[config.mk]
export PLATFORM = sky130hd
export DESIGN_NAME = variable_step_low_pass_filter
export DESIGN_NICKNAME = d
export VERILOG_FILES = /design/src/hdl/vslpf_pkg.sv /design/src/hdl/vslpf_div.sv /design/src/hdl/vslpf_mul.sv /design/src/hdl/variable_step_low_pass_filter.sv
export VERILOG_INCLUDE_DIRS = /design/src /design/src/hdl
export SDC_FILE = /design/constraint.sdc
export NUM_CORES = 1
export LEC_CHECK = 0
export ABC_AREA = 1
export BUFFER_PORTS_ARGS = -buffer_cell sky130_fd_sc_hd__buf_4
export CAP_MARGIN = 20
export CORE_MARGIN = 8
export CORE_UTILIZATION = 55
export DETAILED_ROUTE_END_ITERATION = 10
export GPL_TIMING_DRIVEN = 1
export PLACE_DENSITY = 0.72
export SKIP_CTS_REPAIR_TIMING = 1
export SYNTH_ARGS = -nofsm -noshare
export SYNTH_HDL_FRONTEND = slang
export SYNTH_SLANG_ARGS = --single-unit
[constraint.sdc]
create_clock -name clk_i -period 5.5 [get_ports clk_i]
set_input_delay 0.55 -clock clk_i [delete_from_list [all_inputs] [get_ports clk_i]]
set_output_delay 0.55 -clock clk_i [all_outputs]
set_load 0.01 [all_outputs]
[src/hdl/assert_macros.svh]
// Assertion helpers used by the filter RTL file.
`ifndef ASSERT_MACROS_SVH
`define ASSERT_MACROS_SVH

// Same-cycle implication, checked at every rising clock edge out of reset.
`define ASSERT_IMPLY(label, clk, rst_n, ante, cons, msg) \
  label: assert property (@(posedge clk) disable iff (!rst_n) (ante) |-> (cons)) \
    else $error(msg);

// Next-cycle implication, checked at every rising clock edge out of reset.
`define ASSERT_NEXT(label, clk, rst_n, ante, cons, msg) \
  label: assert property (@(posedge clk) disable iff (!rst_n) (ante) |=> (cons)) \
    else $error(msg);

`endif

[src/hdl/vslpf_pkg.sv]
`default_nettype none

package vslpf_pkg;

  localparam int SAMPLE_WIDTH = 16;
  localparam int FRAC_BITS    = 16;
  localparam int TIME_WIDTH   = 32;
  localparam int CFG_W        = 16;
  localparam int CFG_IDX_W    = 1;

  localparam int ALPHA_W = FRAC_BITS + 1;
  localparam int DVS_W   = CFG_W + 1;
  localparam int REM_W   = CFG_W + 2;
  localparam int ACC_W   = SAMPLE_WIDTH + FRAC_BITS;
  localparam int DIFF_W  = ACC_W + 1;
  localparam int PROD_W  = DIFF_W + 1 + ALPHA_W;
  localparam int PART_W  = PROD_W - FRAC_BITS;
  localparam int CNT_W   = $clog2(ALPHA_W + 1);

  localparam logic [CFG_IDX_W-1:0] CFG_TIME_CONST = CFG_IDX_W'(0);
  localparam logic [CFG_IDX_W-1:0] CFG_GAP_LIMIT  = CFG_IDX_W'(1);

  localparam logic [CFG_W-1:0] TIME_CONST_RST = CFG_W'(500);
  localparam logic [CFG_W-1:0] GAP_LIMIT_RST  = CFG_W'(6000);

  typedef struct packed {
    logic signed [SAMPLE_WIDTH-1:0] sample;
    logic [TIME_WIDTH-1:0]          stamp;
  } vslpf_in_t;

  typedef struct packed {
    logic signed [SAMPLE_WIDTH-1:0] filtered;
    logic                           restarted;
  } vslpf_out_t;

  typedef struct packed {
    logic busy;
    logic done;
  } vslpf_stat_t;

endpackage

`default_nettype wire

[src/hdl/vslpf_div.sv]
`default_nettype none

module vslpf_div (
  input  wire                           clk_i,
  input  wire                           rst_ni,
  input  wire                           start_i,
  input  wire  [vslpf_pkg::CFG_W-1:0]   dividend_i,
  input  wire  [vslpf_pkg::DVS_W-1:0]   divisor_i,
  output vslpf_pkg::vslpf_stat_t        stat_o,
  output logic [vslpf_pkg::ALPHA_W-1:0] quot_o
);
  import vslpf_pkg::*;

  logic [REM_W-1:0]   rem_q, rem_d;
  logic [DVS_W-1:0]   dvs_q;
  logic [ALPHA_W-1:0] quot_q;
  logic [CNT_W-1:0]   cnt_q;
  logic               busy_q, done_q;
  logic               ge;
  logic [REM_W-1:0]   diff;

  // One quotient bit per cycle; the remainder always stays below twice the divisor.
  assign ge    = rem_q >= REM_W'(dvs_q);
  assign diff  = ge ? (rem_q - REM_W'(dvs_q)) : rem_q;
  assign rem_d = {diff[REM_W-2:0], 1'b0};

  always_ff @(posedge clk_i or negedge rst_ni) begin
    if (!rst_ni) begin
      busy_q <= 1'b0;
      done_q <= 1'b0;
      cnt_q  <= '0;
    end else begin
      done_q <= 1'b0;
      if (start_i) begin
        busy_q <= 1'b1;
        cnt_q  <= CNT_W'(ALPHA_W);
      end else if (busy_q) begin
        cnt_q <= cnt_q - CNT_W'(1);
        if (cnt_q == CNT_W'(1)) begin
          busy_q <= 1'b0;
          done_q <= 1'b1;
        end
      end
    end
  end

  always_ff @(posedge clk_i) begin
    if (start_i) begin
      rem_q <= REM_W'(dividend_i);
      dvs_q <= divisor_i;
    end else if (busy_q) begin
      rem_q  <= rem_d;
      quot_q <= {quot_q[ALPHA_W-2:0], ge};
    end
  end

  assign stat_o.busy = busy_q;
  assign stat_o.done = done_q;
  assign quot_o      = quot_q;

endmodule

`default_nettype wire

[src/hdl/vslpf_mul.sv]
`default_nettype none

module vslpf_mul (
  input  wire                           clk_i,
  input  wire                           rst_ni,
  input  wire                           start_i,
  input  wire  [vslpf_pkg::DIFF_W-1:0]  mcand_i,
  input  wire  [vslpf_pkg::ALPHA_W-1:0] mplier_i,
  output vslpf_pkg::vslpf_stat_t        stat_o,
  output logic [vslpf_pkg::PROD_W-1:0]  prod_o
);
  import vslpf_pkg::*;

  logic [DIFF_W:0]    hi_q;
  logic [ALPHA_W-1:0] lo_q;
  logic [DIFF_W-1:0]  mc_q;
  logic [ALPHA_W-1:0] mp_q;
  logic [CNT_W-1:0]   cnt_q;
  logic               busy_q, done_q;
  logic [DIFF_W:0]    addend;
  logic [DIFF_W:0]    sum;

  // Signed multiplicand times unsigned multiplier, one multiplier bit per cycle,
  // least significant bit first, with the partial sum shifted right each step.
  assign addend = mp_q[0] ? {mc_q[DIFF_W-1], mc_q} : '0;
  assign sum    = hi_q + addend;

  always_ff @(posedge clk_i or negedge rst_ni) begin
    if (!rst_ni) begin
      busy_q <= 1'b0;
      done_q <= 1'b0;
      cnt_q  <= '0;
    end else begin
      done_q <= 1'b0;
      if (start_i) begin
        busy_q <= 1'b1;
        cnt_q  <= CNT_W'(ALPHA_W);
      end else if (busy_q) begin
        cnt_q <= cnt_q - CNT_W'(1);
        if (cnt_q == CNT_W'(1)) begin
          busy_q <= 1'b0;
          done_q <= 1'b1;
        end
      end
    end
  end

  always_ff @(posedge clk_i) begin
    if (start_i) begin
      hi_q <= '0;
      mc_q <= mcand_i;
      mp_q <= mplier_i;
    end else if (busy_q) begin
      hi_q <= {sum[DIFF_W], sum[DIFF_W:1]};
      lo_q <= {sum[0], lo_q[ALPHA_W-1:1]};
      mp_q <= {1'b0, mp_q[ALPHA_W-1:1]};
    end
  end

  assign stat_o.busy = busy_q;
  assign stat_o.done = done_q;
  assign prod_o      = {hi_q, lo_q};

endmodule

`default_nettype wire

[src/hdl/variable_step_low_pass_filter.sv]
// Variable-step first-order low-pass filter.
// Input channel: in_valid_i/in_ready_o carry one word with a signed sample and its
// free-running tick timestamp. Output channel: out_valid_o/out_ready_i carry one
// word per input with the rounded filtered value and a restart flag.
// Configuration channel: cfg_valid_i/cfg_ready_o write time_const (index 0) or
// gap_limit (index 1); it is always ready. The user must write it only while the
// block idles; the block itself does not enforce this. A filtered word passes from
// acceptance, which registers the sample and the gap, to the prepare step, which
// loads the divider; the bit-serial divider forms the weight, its done loads the
// bit-serial multiplier, which forms the update, and the final step rounds the
// result into the output register. A restart word (first sample after reset, or gap
// above gap_limit) goes from acceptance straight to the final step. One word is in
// work at a time; the next is accepted the cycle after the result enters the output
// register, even while the receiver has not taken it. When the receiver stalls, the
// finished word waits in the final step until the output register is free. Reset
// clears the stored value, the last timestamp and the primed flag, and restores the
// configuration defaults.
`default_nettype none
`include "assert_macros.svh"

module variable_step_low_pass_filter (
  input  wire                              clk_i,
  input  wire                              rst_ni,
  input  wire                              in_valid_i,
  output logic                             in_ready_o,
  input  vslpf_pkg::vslpf_in_t             in_data_i,
  output logic                             out_valid_o,
  input  wire                              out_ready_i,
  output vslpf_pkg::vslpf_out_t            out_data_o,
  input  wire                              cfg_valid_i,
  output logic                             cfg_ready_o,
  input  wire  [vslpf_pkg::CFG_IDX_W-1:0]  cfg_index_i,
  input  wire  [vslpf_pkg::CFG_W-1:0]      cfg_data_i
);
  import vslpf_pkg::*;

  localparam logic [2:0] ST_IDLE = 3'd0;
  localparam logic [2:0] ST_PREP = 3'd1;
  localparam logic [2:0] ST_DIV  = 3'd2;
  localparam logic [2:0] ST_MUL  = 3'd3;
  localparam logic [2:0] ST_FIN  = 3'd4;

  logic [2:0]              state_q, state_d;
  logic [CFG_W-1:0]        tc_q, gap_q;
  logic [ACC_W-1:0]        smoothed_q;
  logic [TIME_WIDTH-1:0]   last_stamp_q;
  logic                    primed_q;
  logic [SAMPLE_WIDTH-1:0] x_q;
  logic                    rs_q;
  logic [CFG_W-1:0]        d_q;
  logic                    out_valid_q;
  vslpf_out_t              out_q;

  logic                    in_acc;
  logic [TIME_WIDTH-1:0]   d_full;
  logic                    rs;
  logic                    div_start, mul_start, fin_load;
  vslpf_stat_t             div_stat, mul_stat;
  logic [ALPHA_W-1:0]      div_quot, alpha, weight;
  logic [DVS_W-1:0]        divisor;
  logic [ACC_W-1:0]        xs;
  logic [DIFF_W-1:0]       diff;
  logic [PROD_W-1:0]       prod;
  logic [PART_W-1:0]       part, sm_sum;
  logic [ACC_W-1:0]        sm_new;
  logic [SAMPLE_WIDTH-1:0] y;

  assign in_ready_o  = (state_q == ST_IDLE);
  assign in_acc      = in_valid_i && in_ready_o;
  assign cfg_ready_o = 1'b1;

  assign d_full = in_data_i.stamp - last_stamp_q;
  assign rs     = !primed_q || (d_full > TIME_WIDTH'(gap_q));

  assign div_start = (state_q == ST_PREP);
  assign divisor   = DVS_W'(tc_q) + DVS_W'(d_q);
  assign mul_start = (state_q == ST_DIV) && div_stat.done;
  assign fin_load  = (state_q == ST_FIN) && (!out_valid_q || out_ready_i);

  assign alpha  = (tc_q == '0) ? '0 : div_quot;
  assign weight = (ALPHA_W'(1) << FRAC_BITS) - alpha;
  assign xs     = {x_q, {FRAC_BITS{1'b0}}};
  assign diff   = {xs[ACC_W-1], xs} - {smoothed_q[ACC_W-1], smoothed_q};

  // Round half up: add the bit just below the binary point.
  assign part   = prod[PROD_W-1:FRAC_BITS] + PART_W'(prod[FRAC_BITS-1]);
  assign sm_sum = {{(PART_W-ACC_W){smoothed_q[ACC_W-1]}}, smoothed_q} + part;
  assign sm_new = sm_sum[ACC_W-1:0];
  assign y      = sm_new[ACC_W-1:FRAC_BITS] + SAMPLE_WIDTH'(sm_new[FRAC_BITS-1]);

  vslpf_div u_div (
    .clk_i      (clk_i),
    .rst_ni     (rst_ni),
    .start_i    (div_start),
    .dividend_i (tc_q),
    .divisor_i  (divisor),
    .stat_o     (div_stat),
    .quot_o     (div_quot)
  );

  vslpf_mul u_mul (
    .clk_i    (clk_i),
    .rst_ni   (rst_ni),
    .start_i  (mul_start),
    .mcand_i  (diff),
    .mplier_i (weight),
    .stat_o   (mul_stat),
    .prod_o   (prod)
  );

  always_comb begin
    state_d = state_q;
    unique case (state_q)
      ST_IDLE: if (in_acc) state_d = rs ? ST_FIN : ST_PREP;
      ST_PREP: state_d = ST_DIV;
      ST_DIV:  if (div_stat.done) state_d = ST_MUL;
      ST_MUL:  if (mul_stat.done) state_d = ST_FIN;
      ST_FIN:  if (fin_load) state_d = ST_IDLE;
      default: state_d = ST_IDLE;
    endcase
  end

  always_ff @(posedge clk_i or negedge rst_ni) begin
    if (!rst_ni) begin
      state_q      <= ST_IDLE;
      tc_q         <= TIME_CONST_RST;
      gap_q        <= GAP_LIMIT_RST;
      smoothed_q   <= '0;
      last_stamp_q <= '0;
      primed_q     <= 1'b0;
      out_valid_q  <= 1'b0;
    end else begin
      state_q <= state_d;
      if (cfg_valid_i && cfg_ready_o) begin
        unique case (cfg_index_i)
          CFG_TIME_CONST: tc_q  <= cfg_data_i;
          CFG_GAP_LIMIT:  gap_q <= cfg_data_i;
          default:        tc_q  <= tc_q;
        endcase
      end
      if (in_acc) begin
        last_stamp_q <= in_data_i.stamp;
        primed_q     <= 1'b1;
      end
      if (fin_load) begin
        out_valid_q <= 1'b1;
        smoothed_q  <= rs_q ? xs : sm_new;
      end else if (out_ready_i) begin
        out_valid_q <= 1'b0;
      end
    end
  end

  always_ff @(posedge clk_i) begin
    if (in_acc) begin
      x_q  <= in_data_i.sample;
      rs_q <= rs;
      d_q  <= d_full[CFG_W-1:0];
    end
    if (fin_load) begin
      out_q.filtered  <= rs_q ? x_q : y;
      out_q.restarted <= rs_q;
    end
  end

  assign out_valid_o = out_valid_q;
  assign out_data_o  = out_q;

  `ASSERT_NEXT(a_busy_after_accept, clk_i, rst_ni, in_acc, !in_ready_o, "accepted while busy")
  `ASSERT_IMPLY(a_units_exclusive, clk_i, rst_ni, div_stat.busy, !mul_stat.busy, "units overlap")
  `ASSERT_IMPLY(a_mul_done_state, clk_i, rst_ni, mul_stat.done, state_q == ST_MUL, "stray done")
  `ASSERT_IMPLY(a_idle_quiet, clk_i, rst_ni, state_q == ST_IDLE,
                !div_stat.busy && !mul_stat.busy, "unit busy in idle")

endmodule

`default_nettype wire

==> flow_metrics.py <==
metrics = {
    "synthesis": {
        "seq_area_frac_synth": 0.377,
        "synthDistinctLibCells": 60,
        "synth_edf_count": 152,
        "synth-seq-cells": 302,
        "synthSimpleGateAreaFrac": 0.254,
        "synth_top_flop_cell": "edfxtp_1",
        "synth_top_area_share": 0.211,
        "synth_top_family_by_area": "simple AND/OR/NAND/NOR gates",
        "synth.avg_cell_area_um2": 7.36,
        "syn_inst": 2940,
        "ys_warn_count": 0,
        "yosys.area.top_type": "edfxtp_1",
        "synthTopCellsByArea": "edfxtp_1 21%, nand2_1 15%, dfrtp_1 12%",
        "synthMuxAreaShare": 0.000926,
        "netlist_area_um2": 21600,
        "synth-xor-area-share": 0.0430,
        "async_reset_ff_frac": 0.381,
        "synth_fp_nets": 3183,
        "synth_compound_area_frac": 0.130,
        "synth_commonest_cells": "846 x nand2_1, 473 x inv_1, 229 x o21ai_0, 222 x nor2_1, 167 x ha_1",
        "synthAdderAreaFrac": 0.102,
        "yosysMostFrequentCell": "nand2_1",
    },
    "critical_path": {
        "crit_required_ps": 5800,
        "startpoint_type": "flop",
        "crit_arrival_ps": 4100,
        "crit_fanout": 8,
        "r2r_cells": 23,
        "end_kind": "flop",
        "r2r_setup_slack_ps": 1700,
        "critPathKind": "reg2reg",
    },
    "die": {
        "coreArea_um2": 38700,
        "num_rows": 72,
        "die_area_um2": 45900,
        "die_w_um": 214,
        "ios": 90,
        "start_util": 0.558,
        "die_h_um": 214,
    },
    "timing": {
        "fin_crit_sh": 0.691,
        "worst_clock_skew_ps": 17.8,
        "hold_viol_final": 0,
        "layout_setup_ws_ps": 1700,
        "rsz0062_at_grt": "false",
        "timing.fmax_mhz": 263,
        "final_max_slew_viol_count": 0,
        "maxSlewHeadroom": 0.336,
        "setup_viol": 0,
        "tns_ps": 0,
        "tightest_slew_ps": 996,
        "period_needed_ps": 3800,
    },
    "placed_design": {
        "port_buffers": 88,
        "place_congestion": 1.02,
        "hpwl_mm": 47.5,
        "pre_cts_slack_ps": 1500,
        "dpl.cell_count": 3511,
    },
    "pwr": {
        "p_total_mw": 12.6,
        "power_density_nw_per_um2": 524,
        "peakVddDrop_mv": 0.370,
        "p_leak_nw": 11.9,
    },
    "final_layout": {
        "final_cells": 3578,
        "areaGrowthSynthToFinish_pct": 11.0,
        "drive_gt1_frac": 0.0742,
        "diodes": 0,
        "fin_nets": 3275,
    },
    "drt": {
        "ant_nets": 0,
        "vias": 19500,
        "routed_wl_mm": 60.4,
        "first_pass_iters": 6,
        "viasPerCell": 5.44,
        "wl_per_cell_um": 16.9,
        "drc_errors": 0,
        "drt_iter0_drc": 1476,
    },
    "global_route": {
        "grt_overflow_total": 0,
        "grt_max_degree": 85,
        "antenna_found_initial": 0,
        "grt_pass1_wl_mm": 96.7,
        "grt.total_usage": 0.256,
        "grt_pass1_vias": 19000,
    },
    "clock_network": {
        "cts_root_buf": "clkbuf_16",
        "cts_tree": "done",
        "path_clk_slew_ps": 60,
        "numCtsBuffers": 37,
        "cts_sinks": 302,
        "cts-htree-levels": 2,
        "cts_buffer_depth": 3,
        "clock_latency_ps": 560,
    },
    "run_status": {
        "status": "complete, no violations",
    },
    "min_path": {
        "worstHoldPathType": "in2async",
    },
    "run": {
        "maxCapViolCount": 0,
    },
}
[stage by stage]
| stage | hold WS, ps | area (um2) | utilization |
|---|---|---|---|
| global route | 162 | 24000 | 0.620 |
| detailed placement | 437 | 22800 | 0.590 |
| finish | 159 | 24000 | 0.620 |
| global placement | 437 | 22800 | 0.590 |
| floorplan | 254 | 21600 | - |
| CTS | 149 | 24000 | 0.620 |
[state kept, by name (all words and copies together), names as in the netlist, 17 cells and up]
register      cells
u_mul.hi_q       33
u_mul.mc_q       33
last_stamp_q     32
smoothed_q       32
u_div.rem_q      18
out_data_o       17
u_div.dvs_q      17
u_div.quot_o     17
u_mul.mp_q       17
[report_power, final]
part           internal (mW)  total [mW]  switching (mW)
sequential              3.32        3.76           0.442
combinational           2.23        6.45            4.22
clock                   1.38        2.36           0.979
total                   6.94        12.6            5.64
[kinds of logic after synthesis]
family,Yosys count
flip-flops,302
AND/OR/NAND/NOR,1322
multiplexers,2
other,1
XOR/XNOR,104
adder cells (fa/ha/maj),173
AO/OA/AOI/OAI,507
buffers and inverters,529
[area by class of cell]
cell class / instances / area [um2]
Clock buffer: 54 / 1050
Tap cell: 518 / 648
Multi-Input combinational cell: 2109 / 11500
Inverter: 483 / 1810
Clock inverter: 13 / 111
Sequential cell: 302 / 8160
Timing Repair Buffer: 99 / 743
Fill cell: 3528 / 14700
[layer usage]
layer  GRT usage  wire length (um)
met2       0.440             28700
met4      0.0873              1930
met5           0                 0
met3      0.0346              2920
met1       0.329             26900
[path summary, 6_finish.rpt]
| check | endpoint | startpoint |
|---|---|---|
| max | out_data_o[15] | smoothed_q[0] |
| min | tc_q[9] | rst_ni |
| max reg2reg | out_data_o[15] | smoothed_q[0] |
| max in group asynchronous | smoothed_q[27] | rst_ni |
| min reg2reg | u_div.quot_o[10] | u_div.quot_o[9] |
| min in group clk_i | x_q[15] | in_data_i[47] |
[worst max-delay path, stage by stage, from the launching register on]
cell	delay, ps
dfrtp_1	390
fa_1	270
inv_1	100
fa_1	380
inv_1	120
nand3_1	100
nand2_1	160
inv_1	90
o21ai_2	190
nand2_1	80
nand2_1	110
inv_1	50
o21bai_1	150
xor2_1	130
inv_1	70
ha_1	200
ha_1	160
inv_1	50
nor2_2	180
nand2_2	100
nor2_4	220
nand3_1	110
nand2_1	70
nand3_1	60
[cells in the final DEF (no fill, tap or decap), drive strengths merged, types with 6 or more instances in the layout]
cell type and instances:
dfrtp 102, o211ai 12, nor4 8, clkinv 9, edfxtp 152, buf 99, a221oi 6, o21ai 242
nand3 114, ha 167, dfxtp 35, fa 6, xor2 76, dfstp 13, inv 484, o21bai 20
nor2 237, a21o 8, clkbuf 54, xnor2 28, nand2 860, a21oi 161, nor3 38, a31oi 15
nand4 49, o22ai 14
Power figures use the tool's default switching activity.
